$ cat config.mk
export PLATFORM = sky130hd
export DESIGN_NAME = motor_link_encoder_telemetry
export DESIGN_NICKNAME = d
export VERILOG_FILES = /design/src/rtl/mlet_pkg.sv /design/src/rtl/motor_link_encoder_telemetry.sv
export SDC_FILE = /design/constraint.sdc
export NUM_CORES = 1
export LEC_CHECK = 0
export BUFFER_PORTS_ARGS = -buffer_cell sky130_fd_sc_hd__buf_2
export CORE_ASPECT_RATIO = 0.75
export CORE_MARGIN = 5
export CORE_UTILIZATION = 25
export DETAILED_ROUTE_END_ITERATION = 16
export GPL_TIMING_DRIVEN = 0
export PLACE_DENSITY = 0.39
export SYNTH_ARGS = -nofsm -noshare
export SYNTH_HDL_FRONTEND = slang
export SYNTH_SLANG_ARGS = --single-unit
$ cat constraint.sdc
create_clock -name i_clk -period 3.5 [get_ports i_clk]
set_input_delay 0.7 -clock i_clk [delete_from_list [all_inputs] [get_ports i_clk]]
set_output_delay 0.7 -clock i_clk [all_outputs]
set_load 0.005 [all_outputs]
$ cat src/rtl/mlet_pkg.sv
// ----------------------------------------------------------------------------
// mlet_pkg
// Types and constants for the motor link, encoder and telemetry front end.
// ----------------------------------------------------------------------------
package mlet_pkg;

    localparam logic [7:0] CLOSED_HDR_RESET    = 8'd0;
    localparam logic [7:0] DIRECT_HDR_RESET    = 8'd1;
    localparam logic [7:0] SILENCE_LIMIT_RESET = 8'd60;
    localparam logic [7:0] SILENCE_COUNT_RESET = 8'd100;

    typedef enum logic [2:0] {
        REQ_LINK  = 3'd0,
        REQ_ENC   = 3'd1,
        REQ_TICK  = 3'd2,
        REQ_ADC   = 3'd3,
        REQ_DRIVE = 3'd4
    } t_req;

    typedef enum logic [2:0] {
        RX_HEADER   = 3'd0,
        RX_SETPOINT = 3'd1,
        RX_VOLTAGE  = 3'd2,
        RX_DRIVE    = 3'd3,
        RX_TAIL     = 3'd4
    } t_rx_phase;

    typedef enum logic [1:0] {
        CFG_CLOSED_HDR    = 2'd0,
        CFG_DIRECT_HDR    = 2'd1,
        CFG_SILENCE_LIMIT = 2'd2
    } t_cfg_index;

    typedef struct packed {
        logic [2:0]        req_type;
        logic [7:0]        link_byte;
        logic              chan_a;
        logic              chan_b;
        logic [7:0]        adc_value;
        logic signed [7:0] applied_drive;
    } t_in_item;

    typedef struct packed {
        logic [7:0]         reply_byte;
        logic signed [7:0]  setpoint_now;
        logic               mode_now;
        logic signed [15:0] velocity_now;
        logic               update_due;
        logic               timed_out;
        logic [7:0]         host_voltage;
    } t_out_item;

endpackage

$ cat src/rtl/motor_link_encoder_telemetry.sv
// ----------------------------------------------------------------------------
// motor_link_encoder_telemetry
// Motor board front end: serial packet receiver, quadrature count, tick
// velocity latch with setpoint timeout, ADC sample store and drive store.
// ----------------------------------------------------------------------------
// Every accepted transaction yields exactly one result transaction, carrying
// the block state after the event. A transaction is registered on input and
// its result in the result register; one transaction is taken every clock
// unless the output stalls, with the two registers separating the handshakes.
// The state update is one combinational pass: one per cycle when not stalled.
module motor_link_encoder_telemetry (
    input  logic                 i_clk,
    input  logic                 i_rst_n,
    input  logic                 i_in_valid,
    output logic                 o_in_ready,
    input  mlet_pkg::t_in_item   i_in_data,
    output logic                 o_out_valid,
    input  logic                 i_out_ready,
    output mlet_pkg::t_out_item  o_out_data,
    input  logic                 i_cfg_valid,
    output logic                 o_cfg_ready,
    input  logic [1:0]           i_cfg_index,
    input  logic [7:0]           i_cfg_data
);
    import mlet_pkg::*;

    logic [7:0] r_closed_hdr, r_direct_hdr, r_silence_limit;

    logic        r_in_valid;
    t_in_item    r_in;
    logic        r_out_valid;
    t_out_item   r_out;
    logic        out_load;

    t_rx_phase   r_rx_phase, n_rx_phase;
    logic        r_drive_mode, n_drive_mode;
    logic [7:0]  r_setpoint, n_setpoint;
    logic [15:0] r_enc_total, n_enc_total;
    logic [15:0] r_enc_previous, n_enc_previous;
    logic [15:0] r_velocity, n_velocity;
    logic [7:0]  r_current, n_current;
    logic [7:0]  r_temperature, n_temperature;
    logic        r_adc_channel, n_adc_channel;
    logic [7:0]  r_drive_store, n_drive_store;
    logic [7:0]  r_silence_count, n_silence_count;
    logic [7:0]  r_host_volt, n_host_volt;
    logic [7:0]  r_tx_byte, n_tx_byte;
    logic        n_due, n_forced;
    logic        link_ev;

    assign out_load    = r_in_valid && (!r_out_valid || i_out_ready);
    assign o_in_ready  = !r_in_valid || out_load;
    assign o_out_valid = r_out_valid;
    assign o_out_data  = r_out;
    assign o_cfg_ready = 1'b1;
    assign link_ev     = (t_req'(r_in.req_type) == REQ_LINK);

    // configuration
    always_ff @(posedge i_clk) begin
        if (!i_rst_n) begin
            r_closed_hdr    <= CLOSED_HDR_RESET;
            r_direct_hdr    <= DIRECT_HDR_RESET;
            r_silence_limit <= SILENCE_LIMIT_RESET;
        end else if (i_cfg_valid) begin
            case (i_cfg_index)
                CFG_CLOSED_HDR:    r_closed_hdr    <= i_cfg_data;
                CFG_DIRECT_HDR:    r_direct_hdr    <= i_cfg_data;
                CFG_SILENCE_LIMIT: r_silence_limit <= i_cfg_data;
                default: ;
            endcase
        end
    end

    // packet receiver next state
    always_comb begin
        n_rx_phase = r_rx_phase;
        if (link_ev) begin
            unique case (r_rx_phase)
                RX_HEADER: begin
                    if (r_in.link_byte == r_closed_hdr || r_in.link_byte == r_direct_hdr) begin
                        n_rx_phase = RX_SETPOINT;
                    end
                end
                RX_SETPOINT: n_rx_phase = RX_VOLTAGE;
                RX_VOLTAGE:  n_rx_phase = RX_DRIVE;
                RX_DRIVE:    n_rx_phase = RX_TAIL;
                default:     n_rx_phase = RX_HEADER;
            endcase
        end
    end

    // datapath and receiver outputs
    always_comb begin
        n_drive_mode    = r_drive_mode;
        n_setpoint      = r_setpoint;
        n_enc_total     = r_enc_total;
        n_enc_previous  = r_enc_previous;
        n_velocity      = r_velocity;
        n_current       = r_current;
        n_temperature   = r_temperature;
        n_adc_channel   = r_adc_channel;
        n_drive_store   = r_drive_store;
        n_silence_count = r_silence_count;
        n_host_volt     = r_host_volt;
        n_tx_byte       = r_tx_byte;
        n_due           = 1'b0;
        n_forced        = 1'b0;
        case (t_req'(r_in.req_type))
            REQ_LINK: begin
                unique case (r_rx_phase)
                    RX_HEADER: begin
                        n_tx_byte = r_velocity[9:2];
                        if (r_in.link_byte == r_closed_hdr) begin
                            n_drive_mode = 1'b0;
                        end else if (r_in.link_byte == r_direct_hdr) begin
                            n_drive_mode = 1'b1;
                        end
                    end
                    RX_SETPOINT: begin
                        n_setpoint      = r_in.link_byte;
                        n_silence_count = 8'd0;
                        n_tx_byte       = r_current;
                    end
                    RX_VOLTAGE: begin
                        n_host_volt = r_in.link_byte;
                        n_tx_byte   = r_temperature;
                    end
                    RX_DRIVE: n_tx_byte = r_drive_store;
                    default:  n_tx_byte = 8'd0;
                endcase
            end
            REQ_ENC: begin
                if (r_in.chan_a == r_in.chan_b) begin
                    n_enc_total = r_enc_total - 16'd1;
                end else begin
                    n_enc_total = r_enc_total + 16'd1;
                end
            end
            REQ_TICK: begin
                n_velocity     = r_enc_total - r_enc_previous;
                n_enc_previous = r_enc_total;
                n_due          = 1'b1;
                if (r_silence_count > r_silence_limit) begin
                    n_setpoint      = 8'd0;
                    n_silence_count = 8'd0;
                    n_forced        = 1'b1;
                end else begin
                    n_silence_count = r_silence_count + 8'd1;
                end
            end
            REQ_ADC: begin
                if (!r_adc_channel) begin
                    n_current = r_in.adc_value;
                end else begin
                    n_temperature = r_in.adc_value;
                end
                n_adc_channel = !r_adc_channel;
            end
            REQ_DRIVE: n_drive_store = r_in.applied_drive;
            default: ;
        endcase
    end

    // input register
    always_ff @(posedge i_clk) begin
        if (!i_rst_n) begin
            r_in_valid <= 1'b0;
        end else if (o_in_ready) begin
            r_in_valid <= i_in_valid;
        end
    end

    always_ff @(posedge i_clk) begin
        if (o_in_ready && i_in_valid) begin
            r_in <= i_in_data;
        end
    end

    // state and result register
    always_ff @(posedge i_clk) begin
        if (!i_rst_n) begin
            r_out_valid     <= 1'b0;
            r_rx_phase      <= RX_HEADER;
            r_drive_mode    <= 1'b0;
            r_setpoint      <= 8'd0;
            r_enc_total     <= 16'd0;
            r_enc_previous  <= 16'd0;
            r_velocity      <= 16'd0;
            r_current       <= 8'd0;
            r_temperature   <= 8'd0;
            r_adc_channel   <= 1'b0;
            r_drive_store   <= 8'd0;
            r_silence_count <= SILENCE_COUNT_RESET;
            r_host_volt     <= 8'd0;
            r_tx_byte       <= 8'd0;
        end else begin
            if (out_load) begin
                r_out_valid     <= 1'b1;
                r_rx_phase      <= n_rx_phase;
                r_drive_mode    <= n_drive_mode;
                r_setpoint      <= n_setpoint;
                r_enc_total     <= n_enc_total;
                r_enc_previous  <= n_enc_previous;
                r_velocity      <= n_velocity;
                r_current       <= n_current;
                r_temperature   <= n_temperature;
                r_adc_channel   <= n_adc_channel;
                r_drive_store   <= n_drive_store;
                r_silence_count <= n_silence_count;
                r_host_volt     <= n_host_volt;
                r_tx_byte       <= n_tx_byte;
            end else if (i_out_ready) begin
                r_out_valid <= 1'b0;
            end
        end
    end

    always_ff @(posedge i_clk) begin
        if (out_load) begin
            r_out.reply_byte   <= n_tx_byte;
            r_out.setpoint_now <= n_setpoint;
            r_out.mode_now     <= n_drive_mode;
            r_out.velocity_now <= n_velocity;
            r_out.update_due   <= n_due;
            r_out.timed_out    <= n_forced;
            r_out.host_voltage <= n_host_volt;
        end
    end

    a_timeout_on_tick: assert property (@(posedge i_clk) disable iff (!i_rst_n)
        (o_out_valid && o_out_data.timed_out) |-> o_out_data.update_due)
        else $error("timeout flagged without tick");

    a_timeout_zero: assert property (@(posedge i_clk) disable iff (!i_rst_n)
        (o_out_valid && o_out_data.timed_out) |-> (o_out_data.setpoint_now == 8'sd0))
        else $error("timeout left setpoint non-zero");

    a_ready_when_empty: assert property (@(posedge i_clk) disable iff (!i_rst_n)
        !o_out_valid |-> o_in_ready)
        else $error("input stalled with empty result register");

    a_phase_reset_hdr: assert property (@(posedge i_clk) disable iff (!i_rst_n)
        (out_load && link_ev && r_rx_phase == RX_TAIL) |=>
            (r_rx_phase == RX_HEADER && o_out_data.reply_byte == 8'd0))
        else $error("packet end not handled");

endmodule
==> impl_metrics.csv <==
group,metric,value,unit
grt,grt_max_degree,33,
critical_path,reg2reg_from,"r_in[16]",
critical_path,start_kind,"flop",
yosys,netlist_instances,1014,
pwr,netSwitchingFraction,24.1,%
final_layout,drive_gt1_share,14.2,%
floorplan,die_w,239,um
final_layout,multi_input_area,4540,um^2
yosys,synth_top_area_share,27.5,%
clock_tree,post-cts-setup-buffer-count,0,
clock_tree,cts_buffers,25,
detailed_routing,routed_wirelength,30.0,mm
yosys,synth_area_leaders,"dfxtp_1 (28%), edfxtp_1 (22%), mux2i_1 (5.5%)",
pwr,clkPwrFrac,47.0,%
hold_path,min_path_cells,1,
final_layout,final_util,30.5,%
detailed_routing,wl_per_cell,18.0,um
place,dp.final_hpwl,22.3,mm
detailed_routing,dr.pass1.iters,5,
clock_tree,cts_resized,1,
yosys,yosysMostFrequentCell,"dfxtp_1",
critical_path,crit_fanout,14,
grt,grt_pass1_vias,7676,
run_status,status,"completed",
timing,skew,0.00985,ns
critical_path,crit_type,"reg -> reg",
timing,whs,0.342,ns
floorplan,num_io_pins,90,
final_layout,insertedDiodeCount,0,
critical_path,end_kind,"flop",
timing,max_freq,310,MHz
yosys,ys.flop_type,"dfxtp_1",
floorplan,fp.dieArea,43400,um^2
timing,report.final.slew_viol_count,0,
grt,gr-total-overflow,0,
final_layout,syn2layout_area_growth,20.0,%
hold_path,hp-start,"i_in_data[12]",
floorplan,rows,62,
final_layout,nFillCells,4018,
critical_path,required,3.96,ns
final_layout,seq_area,4860,um^2
yosys,synth_area,9810,um^2
clock_tree,cts_tree,"yes",
yosys,ys_ff_latch,207,
clock_tree,clkTransAtPathRegs,0.06,ns
floorplan,core-area,38600,um^2
clock_tree,worstSkewPairLatency,0.53,ns
hold_path,hold_class,"in -> reg",
pwr,vdd_drop_max,0.362,mV
timing,worstMarginPinSlew,0.857,ns
critical_path,worstSetupStartpoint,"r_in[16]",
place,gp_congestion,0.828,
clock_tree,clk_path_buf_depth,3,
clock_tree,htreeDepth,1,
pwr,p_sw,1.36,mW
place,portBuffers,87,
flow_run,drv_cap,0,
grt,antenna_found_initial,0,
detailed_routing,via_per_inst,4.64,
detailed_routing,final_antenna_net_count,0,
timing,max_slew_margin,42.6,%
pwr,leakage,4.57,nW
yosys,yosys_warnings,0,
pwr,p_total,5.66,mW
place,postPlaceCellArea,10900,um^2
yosys,synthArstFlopShare,0,%
pwr,power_density,481,nW/um^2
grt,grt.total_usage,13.7,%
final_layout,final_cell_area,11800,um^2
timing,setup_violations,0,
timing,period_share,92.2,%
yosys,synth.avg_cell_area,9.68,um^2
pwr,power_frac_comb,7.3,%
yosys,yosys.area.top_type,"dfxtp_1",
floorplan,die_y,182,um
clock_tree,cts-root-buf,"clkbuf_16",
pwr,internal_power,4.30,mW
final_layout,fin_nets,1214,
yosys,synth_cell_types,63,
pwr,power_frac_seq,45.7,%
detailed_routing,vias,7695,
timing,period_minus_slack,3.23,ns
yosys,synth_common_cells,"dfxtp_1 (135), nand2_1 (118), nor2_1 (110), a21oi_1 (78), edfxtp_1 (72)",
timing,hold_violations,0,
critical_path,rr_worst_depth,10,
yosys,syn-num-nets,1098,
clock_tree,hold_buffers,0,
detailed_routing,drc_errors,0,
yosys,yosysSeqAreaShare,49.6,%
detailed_routing,drtIter0Drc,455,
floorplan,start_util,25.5,%
clock_tree,cts_num_sinks,207,
yosys,synth-edff-count,72,
grt,grt_first_pass_wirelength,46.7,mm
timing,rsz0062_at_grt,"no",
critical_path,worstPathArrival,3.69,ns
-- worst paths after layout --
| check | end | slack, ns |
|---|---|---|
| worst min-delay path | r_in[12] | 0.34 |
| worst max register to register | r_enc_total[15] | 0.27 |
| worst min register to register | r_host_volt[0] | 0.45 |
| worst max-delay path | r_enc_total[15] | 0.27 |
-- registers in the layout, summed over array words and instances (netlist names) --
signal,count
r_current,8
r_enc_total,16
r_silence_limit,8
r_rx_phase,3
r_setpoint,8
r_closed_hdr,8
r_tx_byte,8
r_in_valid,1
r_direct_hdr,8
r_in,29
r_velocity,16
r_drive_mode,1
r_silence_count,8
r_host_volt,8
r_drive_store,8
r_temperature,8
r_adc_channel,1
o_out_valid,1
o_out_data,43
r_enc_previous,16
-- metal layers --
metal  vias up  track usage, %  share of wire (%)
li1       3839               -                  -
met1      3667            21.4                 53
met2       151            19.6                 40
met3        38            2.21                5.1
met4         0            3.07                2.1
met5         -               0                  0
-- final cells by class --
cell class | instances | share of cell area [%]
Buffer | 53 | 2.22
Clock buffer | 33 | 5.82
Clock inverter | 12 | 1.21
Inverter | 43 | 1.37
Multi-Input combinational cell | 711 | 38.5
Sequential cell | 207 | 41.3
Tap cell | 512 | 5.44
Timing Repair Buffer | 89 | 4.10
-- cells in the final DEF (no fill, tap or decap), drive strengths merged, types with 6 or more instances in the layout --
cell type,count
nor2b,13
dfxtp,135
nand2,118
nor3,6
a21oi,78
inv,44
mux2,9
o22ai,8
xor2,12
nand4,8
a211oi,19
nor2,111
clkbuf,76
ha,38
a21o,22
o21bai,6
nand3,37
a2111oi,14
buf,99
edfxtp,72
and3,7
o21a,11
o21ai,43
clkinv,6
a22oi,9
mux2i,54
xnor2,28
-- worst max-delay path, cell delays in order (launching register included) --
cell and delay, ns:
edfxtp_1 0.41, xor2_2 0.39, inv_2 0.25, ha_1 0.42, a21o_1 0.23, a221oi_1 0.38, o21ai_0 0.15, o21ai_1 0.20
a21oi_1 0.10, nor3b_1 0.41, mux2i_1 0.22
-- through the flow --
step,setup WS (ns),std cells,TNS [ns]
6_report,0.272,1660,0
3_3_place_gp,-0.947,1613,-48.66
3_5_place_dp,-0.0628,1615,-0.0628
5_1_grt,0.0169,1660,0
4_1_cts,0.0713,1660,0
2_1_floorplan,0.480,1014,0
-- logic make-up after synthesis --
| group | after synthesis | synth area share (%) |
|---|---|---|
| mux | 64 | 6.77 |
| fa+ha+maj | 40 | 5.25 |
| compound gates | 237 | 15.5 |
| xor+xnor | 40 | 3.57 |
| other cells | 1 | 0.0382 |
| simple gates | 329 | 15.0 |
| buf+inv | 96 | 4.30 |
| flops | 207 | 49.6 |
-- power groups by stage --
| stage | logic, mW | registers, mW | clock network, mW |
|---|---|---|---|
| 5_1_grt | 0.465 | 2.59 | 2.84 |
| 3_3_place_gp | 0.414 | 2.64 | 0 |
| 4_1_cts | 0.422 | 2.59 | 2.74 |
| 2_1_floorplan | 0.254 | 2.63 | 0 |
| 3_5_place_dp | 0.419 | 2.64 | 0 |
| 6_report | 0.415 | 2.59 | 2.66 |
Note: power is estimated with default switching activity, not from simulation.
